`src/rtl/vwbp_pkg.sv`:
```
// ============================================================================
// vwbp_pkg: shared types and constants of the variable width bit packer
// Holds the queue entry layout, status groups and the width clamp function.
// ============================================================================
package vwbp_pkg;

  localparam int MAX_WIDTH  = 32;
  localparam int VALUE_W    = 32;
  localparam int CFG_W      = 6;
  localparam int BYTE_W     = 8;
  localparam int FB_W       = 4;
  localparam int FIFO_DEPTH = 4;
  localparam int FIFO_AW    = 2;
  localparam int CNT_W      = 3;

  // Largest usable width: the smaller of MAX_WIDTH and the value width.
  localparam int EFF_MAX = (MAX_WIDTH < VALUE_W) ? MAX_WIDTH : VALUE_W;

  localparam logic [CFG_W-1:0] CFG_RESET = CFG_W'(8);
  localparam logic [FB_W-1:0]  FB_EMPTY  = FB_W'(BYTE_W);

  typedef struct packed {
    logic [VALUE_W-1:0] value;
    logic [CFG_W-1:0]   width;
    logic               last;
  } item_t;

  typedef struct packed {
    logic [CNT_W-1:0] count;
    logic             full;
    logic             empty;
  } fifo_status_t;

  typedef struct packed {
    logic            busy;
    logic [FB_W-1:0] free_bits;
    logic            final_emit;
  } back_status_t;

  // Clamp the configured width into 1..EFF_MAX.
  function automatic logic [CFG_W-1:0] eff_width(input logic [CFG_W-1:0] fw);
    logic [CFG_W-1:0] w;
    w = fw;
    if (w == '0) begin
      w = CFG_W'(1);
    end
    if (int'(w) > EFF_MAX) begin
      w = CFG_W'(EFF_MAX);
    end
    return w;
  endfunction

endpackage

```
`src/rtl/vwbp_front.sv`:
```
// ============================================================================
// vwbp_front: input side of the bit packer
// Holds the width register, clamps the width, masks each value and queues it.
// ============================================================================
module vwbp_front (
  input  logic                            clk,
  input  logic                            rst,
  input  logic                            s_tvalid,
  output logic                            s_tready,
  input  logic [vwbp_pkg::VALUE_W-1:0]    s_tdata,
  input  logic                            s_tlast,
  input  logic                            cfg_wr_en,
  input  logic [vwbp_pkg::CFG_W-1:0]      cfg_wr_data,
  input  vwbp_pkg::fifo_status_t          fifo_st,
  output logic                            push,
  output vwbp_pkg::item_t                 push_item
);

  logic [vwbp_pkg::CFG_W-1:0]   field_width;
  logic [vwbp_pkg::CFG_W-1:0]   width_eff;
  logic [vwbp_pkg::VALUE_W-1:0] value_mask;

  always_ff @(posedge clk) begin
    if (rst) begin
      field_width <= vwbp_pkg::CFG_RESET;
    end else if (cfg_wr_en) begin
      field_width <= cfg_wr_data;
    end
  end

  // A shift by the full value width yields zero, so the mask is all ones.
  assign width_eff  = vwbp_pkg::eff_width(field_width);
  assign value_mask = ~({vwbp_pkg::VALUE_W{1'b1}} << width_eff);

  assign s_tready = !fifo_st.full;
  assign push     = s_tvalid && s_tready;

  always_comb begin
    push_item.value = s_tdata & value_mask;
    push_item.width = width_eff;
    push_item.last  = s_tlast;
  end

endmodule

```
`src/rtl/vwbp_fifo.sv`:
```
// ============================================================================
// vwbp_fifo: short queue between front and back
// Holds masked items so either side may stall on its own.
// ============================================================================
module vwbp_fifo (
  input  logic                   clk,
  input  logic                   rst,
  input  logic                   push,
  input  vwbp_pkg::item_t        push_item,
  input  logic                   pop,
  output vwbp_pkg::item_t        head_item,
  output vwbp_pkg::fifo_status_t status
);

  vwbp_pkg::item_t                entries [vwbp_pkg::FIFO_DEPTH];
  logic [vwbp_pkg::FIFO_AW-1:0]   wr_ptr;
  logic [vwbp_pkg::FIFO_AW-1:0]   rd_ptr;
  logic [vwbp_pkg::CNT_W-1:0]     count;

  always_ff @(posedge clk) begin
    if (push) begin
      entries[wr_ptr] <= push_item;
    end
  end

  always_ff @(posedge clk) begin
    if (rst) begin
      wr_ptr <= '0;
      rd_ptr <= '0;
      count  <= '0;
    end else begin
      if (push) begin
        wr_ptr <= wr_ptr + 1'b1;
      end
      if (pop) begin
        rd_ptr <= rd_ptr + 1'b1;
      end
      case ({push, pop})
        2'b10:   count <= count + 1'b1;
        2'b01:   count <= count - 1'b1;
        default: count <= count;
      endcase
    end
  end

  assign head_item    = entries[rd_ptr];
  assign status.count = count;
  assign status.full  = (count == vwbp_pkg::CNT_W'(vwbp_pkg::FIFO_DEPTH));
  assign status.empty = (count == '0);

endmodule

```
`src/rtl/vwbp_back.sv`:
```
// ============================================================================
// vwbp_back: byte assembly side of the bit packer
// Splits each queued value into byte chunks, at most one output byte per cycle when the output is free.
// ============================================================================
module vwbp_back (
  input  logic                          clk,
  input  logic                          rst,
  input  logic                          head_valid,
  input  vwbp_pkg::item_t               head_item,
  output logic                          pop,
  output logic                          m_tvalid,
  input  logic                          m_tready,
  output logic [vwbp_pkg::BYTE_W-1:0]   m_tdata,
  output logic                          m_tlast,
  output vwbp_pkg::back_status_t        status
);

  logic                          slot_valid;
  logic [vwbp_pkg::VALUE_W-1:0]  cur_v;
  logic [vwbp_pkg::CFG_W-1:0]    cur_w;
  logic                          cur_last;
  logic [vwbp_pkg::BYTE_W-1:0]   partial;
  logic [vwbp_pkg::FB_W-1:0]     fb;

  logic                          out_space;
  logic                          step;
  logic                          emit_full;
  logic [vwbp_pkg::CFG_W-1:0]    w_after;
  logic [vwbp_pkg::BYTE_W-1:0]   full_byte;
  logic [vwbp_pkg::BYTE_W-1:0]   tail_byte;
  logic [vwbp_pkg::FB_W-1:0]     tail_shift;

  logic                          emit;
  logic [vwbp_pkg::BYTE_W-1:0]   emit_byte;
  logic                          emit_final;
  logic                          done;
  logic [vwbp_pkg::VALUE_W-1:0]  cur_v_next;
  logic [vwbp_pkg::CFG_W-1:0]    cur_w_next;
  logic [vwbp_pkg::BYTE_W-1:0]   partial_next;
  logic [vwbp_pkg::FB_W-1:0]     fb_next;

  assign out_space = !m_tvalid || m_tready;
  assign step      = slot_valid && out_space;

  assign emit_full  = (cur_w >= {{(vwbp_pkg::CFG_W-vwbp_pkg::FB_W){1'b0}}, fb});
  assign w_after    = cur_w - {{(vwbp_pkg::CFG_W-vwbp_pkg::FB_W){1'b0}}, fb};
  assign full_byte  = partial | (cur_v[vwbp_pkg::BYTE_W-1:0] &
                                 ~({vwbp_pkg::BYTE_W{1'b1}} << fb));
  assign tail_shift = fb - cur_w[vwbp_pkg::FB_W-1:0];
  assign tail_byte  = partial | (cur_v[vwbp_pkg::BYTE_W-1:0] << tail_shift);

  always_comb begin
    emit         = 1'b0;
    emit_byte    = full_byte;
    emit_final   = 1'b0;
    done         = 1'b0;
    cur_v_next   = cur_v;
    cur_w_next   = cur_w;
    partial_next = partial;
    fb_next      = fb;
    if (emit_full) begin
      // Fill the free low bits and send the byte; the rest starts a new byte.
      emit         = 1'b1;
      emit_byte    = full_byte;
      emit_final   = cur_last && (w_after == '0);
      done         = (w_after == '0);
      cur_v_next   = cur_v >> fb;
      cur_w_next   = w_after;
      partial_next = '0;
      fb_next      = vwbp_pkg::FB_EMPTY;
    end else begin
      // Leftover bits sit at the top of the free part; flush on last.
      done = 1'b1;
      if (cur_last) begin
        emit         = 1'b1;
        emit_byte    = tail_byte;
        emit_final   = 1'b1;
        partial_next = '0;
        fb_next      = vwbp_pkg::FB_EMPTY;
      end else begin
        partial_next = tail_byte;
        fb_next      = tail_shift;
      end
    end
  end

  assign pop = head_valid && (!slot_valid || (step && done));

  always_ff @(posedge clk) begin
    if (rst) begin
      slot_valid <= 1'b0;
      partial    <= '0;
      fb         <= vwbp_pkg::FB_EMPTY;
      m_tvalid   <= 1'b0;
    end else begin
      if (step && emit) begin
        m_tvalid <= 1'b1;
      end else if (m_tready) begin
        m_tvalid <= 1'b0;
      end
      if (step) begin
        partial <= partial_next;
        fb      <= fb_next;
      end
      if (pop) begin
        slot_valid <= 1'b1;
      end else if (step && done) begin
        slot_valid <= 1'b0;
      end
    end
  end

  always_ff @(posedge clk) begin
    if (pop) begin
      cur_v    <= head_item.value;
      cur_w    <= head_item.width;
      cur_last <= head_item.last;
    end else if (step) begin
      cur_v <= cur_v_next;
      cur_w <= cur_w_next;
    end
    if (step && emit) begin
      m_tdata <= emit_byte;
      m_tlast <= emit_final;
    end
  end

  assign status.busy       = slot_valid;
  assign status.free_bits  = fb;
  assign status.final_emit = step && emit && emit_final;

endmodule

```
`src/rtl/variable_width_bit_packer_top.sv`:
```
// ============================================================================
// variable_width_bit_packer_top: packs fixed-width values into a byte stream
// Front clamps and masks values, a short queue decouples, back emits bytes.
// ============================================================================
// Usage:
//   Slave stream (s_*) carries one value per transaction in s_tdata, with
//   s_tlast marking the final value of a stream. Master stream (m_*) carries
//   one packed byte per transaction; m_tlast flags the last byte of a stream.
//   Bytes fill from the top bit down; a value that overflows the free bits
//   continues, low chunk first, at the top of the following bytes.
//   cfg_wr_en/cfg_wr_data write the field width (0 acts as 1, above 32 acts
//   as 32); write it only while no transaction is in flight.
// Timing:
//   With an idle back end, an accepted value is written into the queue, then
//   into the back end's current-value register, then its first byte, if any,
//   into the output register. The back end handles one chunk per cycle while
//   the output is not stalled: one step per byte the value completes plus one
//   for leftover bits. Non-last values only adding to a partial byte give no
//   output. The four-entry queue absorbs input while the back end is busy.
// Reset and stall:
//   rst (synchronous) empties the queue, drops any partial byte and restores
//   width 8. A stalled receiver holds the output byte; the back end then
//   holds, the queue fills, and s_tready drops when it is full.
// ============================================================================
module variable_width_bit_packer_top (
  input  logic                          clk,
  input  logic                          rst,
  // s_tdata: [31:0] value
  input  logic                          s_tvalid,
  output logic                          s_tready,
  input  logic [vwbp_pkg::VALUE_W-1:0]  s_tdata,
  input  logic                          s_tlast,
  // m_tdata: [7:0] out_byte
  output logic                          m_tvalid,
  input  logic                          m_tready,
  output logic [vwbp_pkg::BYTE_W-1:0]   m_tdata,
  output logic                          m_tlast,
  input  logic                          cfg_wr_en,
  input  logic [vwbp_pkg::CFG_W-1:0]    cfg_wr_data
);

  logic                   push;
  vwbp_pkg::item_t        push_item;
  logic                   pop;
  vwbp_pkg::item_t        head_item;
  vwbp_pkg::fifo_status_t fifo_st;
  vwbp_pkg::back_status_t back_st;

  // Front: width register, clamp and mask, push into the queue.
  vwbp_front u_front (
    .clk         (clk),
    .rst         (rst),
    .s_tvalid    (s_tvalid),
    .s_tready    (s_tready),
    .s_tdata     (s_tdata),
    .s_tlast     (s_tlast),
    .cfg_wr_en   (cfg_wr_en),
    .cfg_wr_data (cfg_wr_data),
    .fifo_st     (fifo_st),
    .push        (push),
    .push_item   (push_item)
  );

  // Queue: lets front and back stall independently.
  vwbp_fifo u_fifo (
    .clk       (clk),
    .rst       (rst),
    .push      (push),
    .push_item (push_item),
    .pop       (pop),
    .head_item (head_item),
    .status    (fifo_st)
  );

  // Back: split values into bytes and drive the output register.
  vwbp_back u_back (
    .clk        (clk),
    .rst        (rst),
    .head_valid (!fifo_st.empty),
    .head_item  (head_item),
    .pop        (pop),
    .m_tvalid   (m_tvalid),
    .m_tready   (m_tready),
    .m_tdata    (m_tdata),
    .m_tlast    (m_tlast),
    .status     (back_st)
  );

  // Free bit count of the current byte always stays within one byte.
  a_free_bits_range: assert property (@(posedge clk) disable iff (rst)
    (back_st.free_bits >= 4'd1) && (back_st.free_bits <= 4'd8))
    else $error("free bit count out of range");

  // Queue never overfills.
  a_fifo_bound: assert property (@(posedge clk) disable iff (rst)
    fifo_st.count <= vwbp_pkg::CNT_W'(vwbp_pkg::FIFO_DEPTH))
    else $error("queue count beyond depth");

  // After the final byte of a stream the next byte starts empty.
  a_final_resets: assert property (@(posedge clk) disable iff (rst)
    back_st.final_emit |=> (back_st.free_bits == vwbp_pkg::FB_EMPTY))
    else $error("partial byte not cleared after final byte");

  // Nothing is popped while the queue is empty.
  a_no_pop_empty: assert property (@(posedge clk) disable iff (rst)
    pop |-> !fifo_st.empty)
    else $error("pop from empty queue");

endmodule

```
`config.mk`:
```
export PLATFORM = sky130hd
export DESIGN_NAME = variable_width_bit_packer_top
export DESIGN_NICKNAME = d
export VERILOG_FILES = /design/src/rtl/vwbp_pkg.sv /design/src/rtl/vwbp_front.sv /design/src/rtl/vwbp_fifo.sv /design/src/rtl/vwbp_back.sv /design/src/rtl/variable_width_bit_packer_top.sv
export SDC_FILE = /design/constraint.sdc
export NUM_CORES = 1
export LEC_CHECK = 0
export BUFFER_PORTS_ARGS = -buffer_cell sky130_fd_sc_hd__buf_4
export CORE_UTILIZATION = 35
export CTS_BUF_LIST = sky130_fd_sc_hd__clkbuf_8
export DETAILED_ROUTE_END_ITERATION = 16
export HOLD_SLACK_MARGIN = 0.1
export SETUP_SLACK_MARGIN = 0.2
export SYNTH_ARGS = -nofsm -noshare
export SYNTH_HDL_FRONTEND = slang
export SYNTH_SLANG_ARGS = --single-unit
export TNS_END_PERCENT = 100
```
`constraint.sdc`:
```
create_clock -name clk -period 4.4 [get_ports clk]
set_clock_uncertainty 0.15 [all_clocks]
set_input_delay 0.66 -clock clk [delete_from_list [all_inputs] [get_ports clk]]
set_output_delay 0.66 -clock clk [all_outputs]
set_load 0.1 [all_outputs]
```
==> results.cfg <==
[run_status]
status = complete, no violations

[routing]
vias_per_cell = 5.14
drc = 0
drtAntennaViolNets = 0
wire_per_inst_um = 18.9
first_pass_iters = 5
num_vias = 6763
wirelength_mm = 24.9
drt_iter0_drc = 401

[worst_setup_path]
cpMaxStageDelayCell = fa_1
max_stage_delay_ns = 0.43
crit_path_end_kind = register
crit_required_ns = 4.72
reg2regPathDepth = 13
cp.arrival_ns = 3.93
start_kind = register
crit_chain = inv_1, ha_1, fa_1, nand2b_2, a21oi_4, mux2_2, nand4_4, nand2_4, ha_1, fa_1, xnor2_1, or3_1, a21oi_1
rr_startpoint = u_back.cur_w[0]$_DFFE_PP_
cp-endpoint = u_fifo.count[2]$_SDFFE_PP0P_
worst-setup-path-type = reg2reg
cp_max_fo = 14
r2r-end = u_fifo.count[2]$_SDFFE_PP0P_
rrSetupSlack_ns = 0.79
worstSetupStartpoint = u_back.cur_w[0]$_DFFE_PP_

[sta]
hold_viol = 0
rsz0062_at_grt = false
setup_violations = 0
worst_pin_slew_ns = 1.09
max_freq_mhz = 277
post-route-period-util = 0.820
fin_setup_tns_ns = 0
layout_min_cycle_time_ns = 3.61
finalMaxSlewViolations = 0
fin_ws_ns = 0.790
slew_headroom = 0.270

[synthesis]
synth_edf_count = 204
synth_mux_area_frac = 0.190
synth-xor-area-share = 0.00680
yosysSeqAreaShare = 0.588
synth_nets = 857
ys_seq_elements = 233
synth_compound_area_frac = 0.0836
ys_warn_count = 0
postSynth.asyncResetShare = 0
syn_area_um2 = 11400
synth-simple-area-share = 0.0838
ys.flop_type = edfxtp_1
ys_types = 63
synthAdderAreaFrac = 0.0184
syn_inst = 798
synth_top_family_by_area = multiplexers
syn_area_per_cell_um2 = 14.3

[clocking]
cts_setup_buffers = 0
clk_latency_ns = 0.54
cts_tree = built
cts-resized-gates = 0
numCtsBuffers = 40
h-tree-depth = 2
clockBufferDepth = 3
path_clk_slew_ns = 0.06
hold_buffers = 0
cts_root_buf = clkbuf_8
clock_sinks = 233

[worst_hold_path]
holdCritPathClass = in2reg
hold_start = s_tlast

[floorplan]
die_area_um2 = 33300
num_io_pins = 55
fp.dieH_um = 183
row_count = 65
fp.dieW_um = 183
initial_core_util = 0.359
core_um2 = 31800

[final_layout]
drive_gt1_frac = 0.272
fin_cells = 1316
antennaDiodeCount = 0
final_nets = 911
area.growth.synth_to_final_pct = 13.6
layout_commonest_cell = edfxtp_1
layout_common_cells = 204 x edfxtp_1, 69 x buf_4, 64 x mux4_2

[power]
peakVddDrop_v = 0.000330
leakage_nw = 4.54
power.density_nw_per_um2 = 801

[place]
io_buffer_count = 54
place_ws_ns = 0.792
gp_congestion = 0.849
dp_cells = 1245
dp_hpwl_mm = 17.0

[global_route]
grt_pass1_wl_mm = 39.2
track_usage = 0.153
first_global_vias = 6869
grt_max_degree = 40
grt_overflow = 0
antenna_found_initial = 0

[run]
cap_violations = 0
[cells by family (layout without fill, tap and decap cells)]
| kind of cell | count (synthesis) | after routing |
|---|---|---|
| buffers and inverters | 76 | 159 |
| and+or+nand+nor | 196 | 196 |
| adders and majority gates | 15 | 15 |
| AOI/OAI and AO/OA | 142 | 142 |
| xor gates and xnor gates | 8 | 8 |
| muxes | 128 | 128 |
| DFF | 233 | 233 |
[metrics by stage]
| step | cell area (um^2) | hold WS [ns] | total power [W] | utilization |
|---|---|---|---|---|
| floorplan | 11400 | 0.291 | 0.00751 | - |
| global placement | 12200 | 0.303 | 0.00861 | 0.384 |
| detailed placement | 12200 | 0.308 | 0.00862 | 0.384 |
| CTS | 13000 | 0.144 | 0.0105 | 0.408 |
| global route | 13000 | 0.141 | 0.0110 | 0.408 |
| finish | 13000 | 0.168 | 0.0104 | 0.408 |
[registers in the layout, indices dropped and copies added (netlist names), named ones only]
signal,flops
u_fifo.entries,156
u_back.cur_v,32
u_back.m_tdata,8
u_back.partial,8
u_back.cur_w,6
u_front.field_width,6
u_back.fb,4
u_fifo.count,3
u_fifo.rd_ptr,2
u_fifo.wr_ptr,2
u_back.cur_last,1
u_back.m_tlast,1
u_back.m_tvalid,1
u_back.slot_valid,1
[synthesized netlist by cell type, types with 2 or more instances]
cell       count  share of area
xnor2_1        5         0.0038
o31ai_1        3         0.0020
nor4_1         5         0.0027
edfxtp_1     204           0.54
a211oi_1       6         0.0039
a2111oi_0      2         0.0015
buf_6          3         0.0030
xor2_1         2         0.0015
ha_1          12          0.013
nor2b_1       23          0.013
a21o_1         3         0.0020
o41ai_1        2         0.0015
clkbuf_1      37          0.012
nand3_1        4         0.0018
o31a_1         3         0.0023
o21a_1        22          0.014
dfxtp_1       29          0.051
or3_1          2         0.0011
and3_1         8         0.0044
nand2_1       59          0.019
a21boi_0      12         0.0079
a311o_1        4         0.0035
mux2i_1       24          0.021
o22ai_1        3         0.0016
a21oi_1       33          0.014
nor2_1        59          0.019
buf_4          4         0.0026
mux2_2        30          0.030
mux2_4        10          0.013
fa_1           3         0.0053
buf_2         10         0.0044
inv_1         18         0.0059
nand2b_1       6         0.0033
and2_1        10         0.0055
nor3_1        10         0.0044
nor3b_1        2         0.0013
a31oi_1       17         0.0093
buf_1          3        0.00099
o21ai_1        2        0.00088
mux4_2        64           0.13
o21ai_0       18         0.0079
[critical path: cells and delay by family, from the launching register on]
family | cells | cell delay [ns]
compound gates | 2 | 0.34
xor+xnor | 1 | 0.15
fa+ha+maj | 4 | 1.30
buf+inv | 1 | 0.04
flops | 1 | 0.34
mux | 1 | 0.40
simple gates | 4 | 0.82
[how the worst min path moves through the flow]
stage,end,cells after the start
2_1_floorplan,u_back.partial[7]$_SDFFE_PP0P_,1
4_1_cts,u_fifo.entries[2][0]$_DFFE_PP_,1
3_5_place_dp,u_back.partial[4]$_SDFFE_PP0P_,1
6_report,u_fifo.entries[2][0]$_DFFE_PP_,1
5_1_grt,u_fifo.entries[1][0]$_DFFE_PP_,1
3_3_place_gp,u_back.partial[5]$_SDFFE_PP0P_,1
[power breakdown]
part	leakage (nW)	total, W	internal, W	switching, W
Combinational	1.93	0.00498	0.00211	0.00287
Clock	0.436	0.00183	0.000965	0.000861
Sequential	2.17	0.00357	0.00318	0.000391
Total	4.54	0.0104	0.00626	0.00412
[metal layers]
layer  vias to the layer above  track usage  wire length [um]
li1                       3201            -                 -
met1                      3329        0.206             11300
met2                       185        0.250             11800
met3                        48       0.0281              1230
met4                         0       0.0504               617
met5                         -            0                 0
[area by class of cell]
class                   count  area (um^2)
fillers                  2960        18800
flip-flops and latches    233         6710
multi-input cells         489         4370
clock buffers              43          592
well taps                 435          544
repair buffers             69          518
clock inverters            28          156
inverters                  19         71.3
Note: power is estimated with default switching activity, not from simulation.
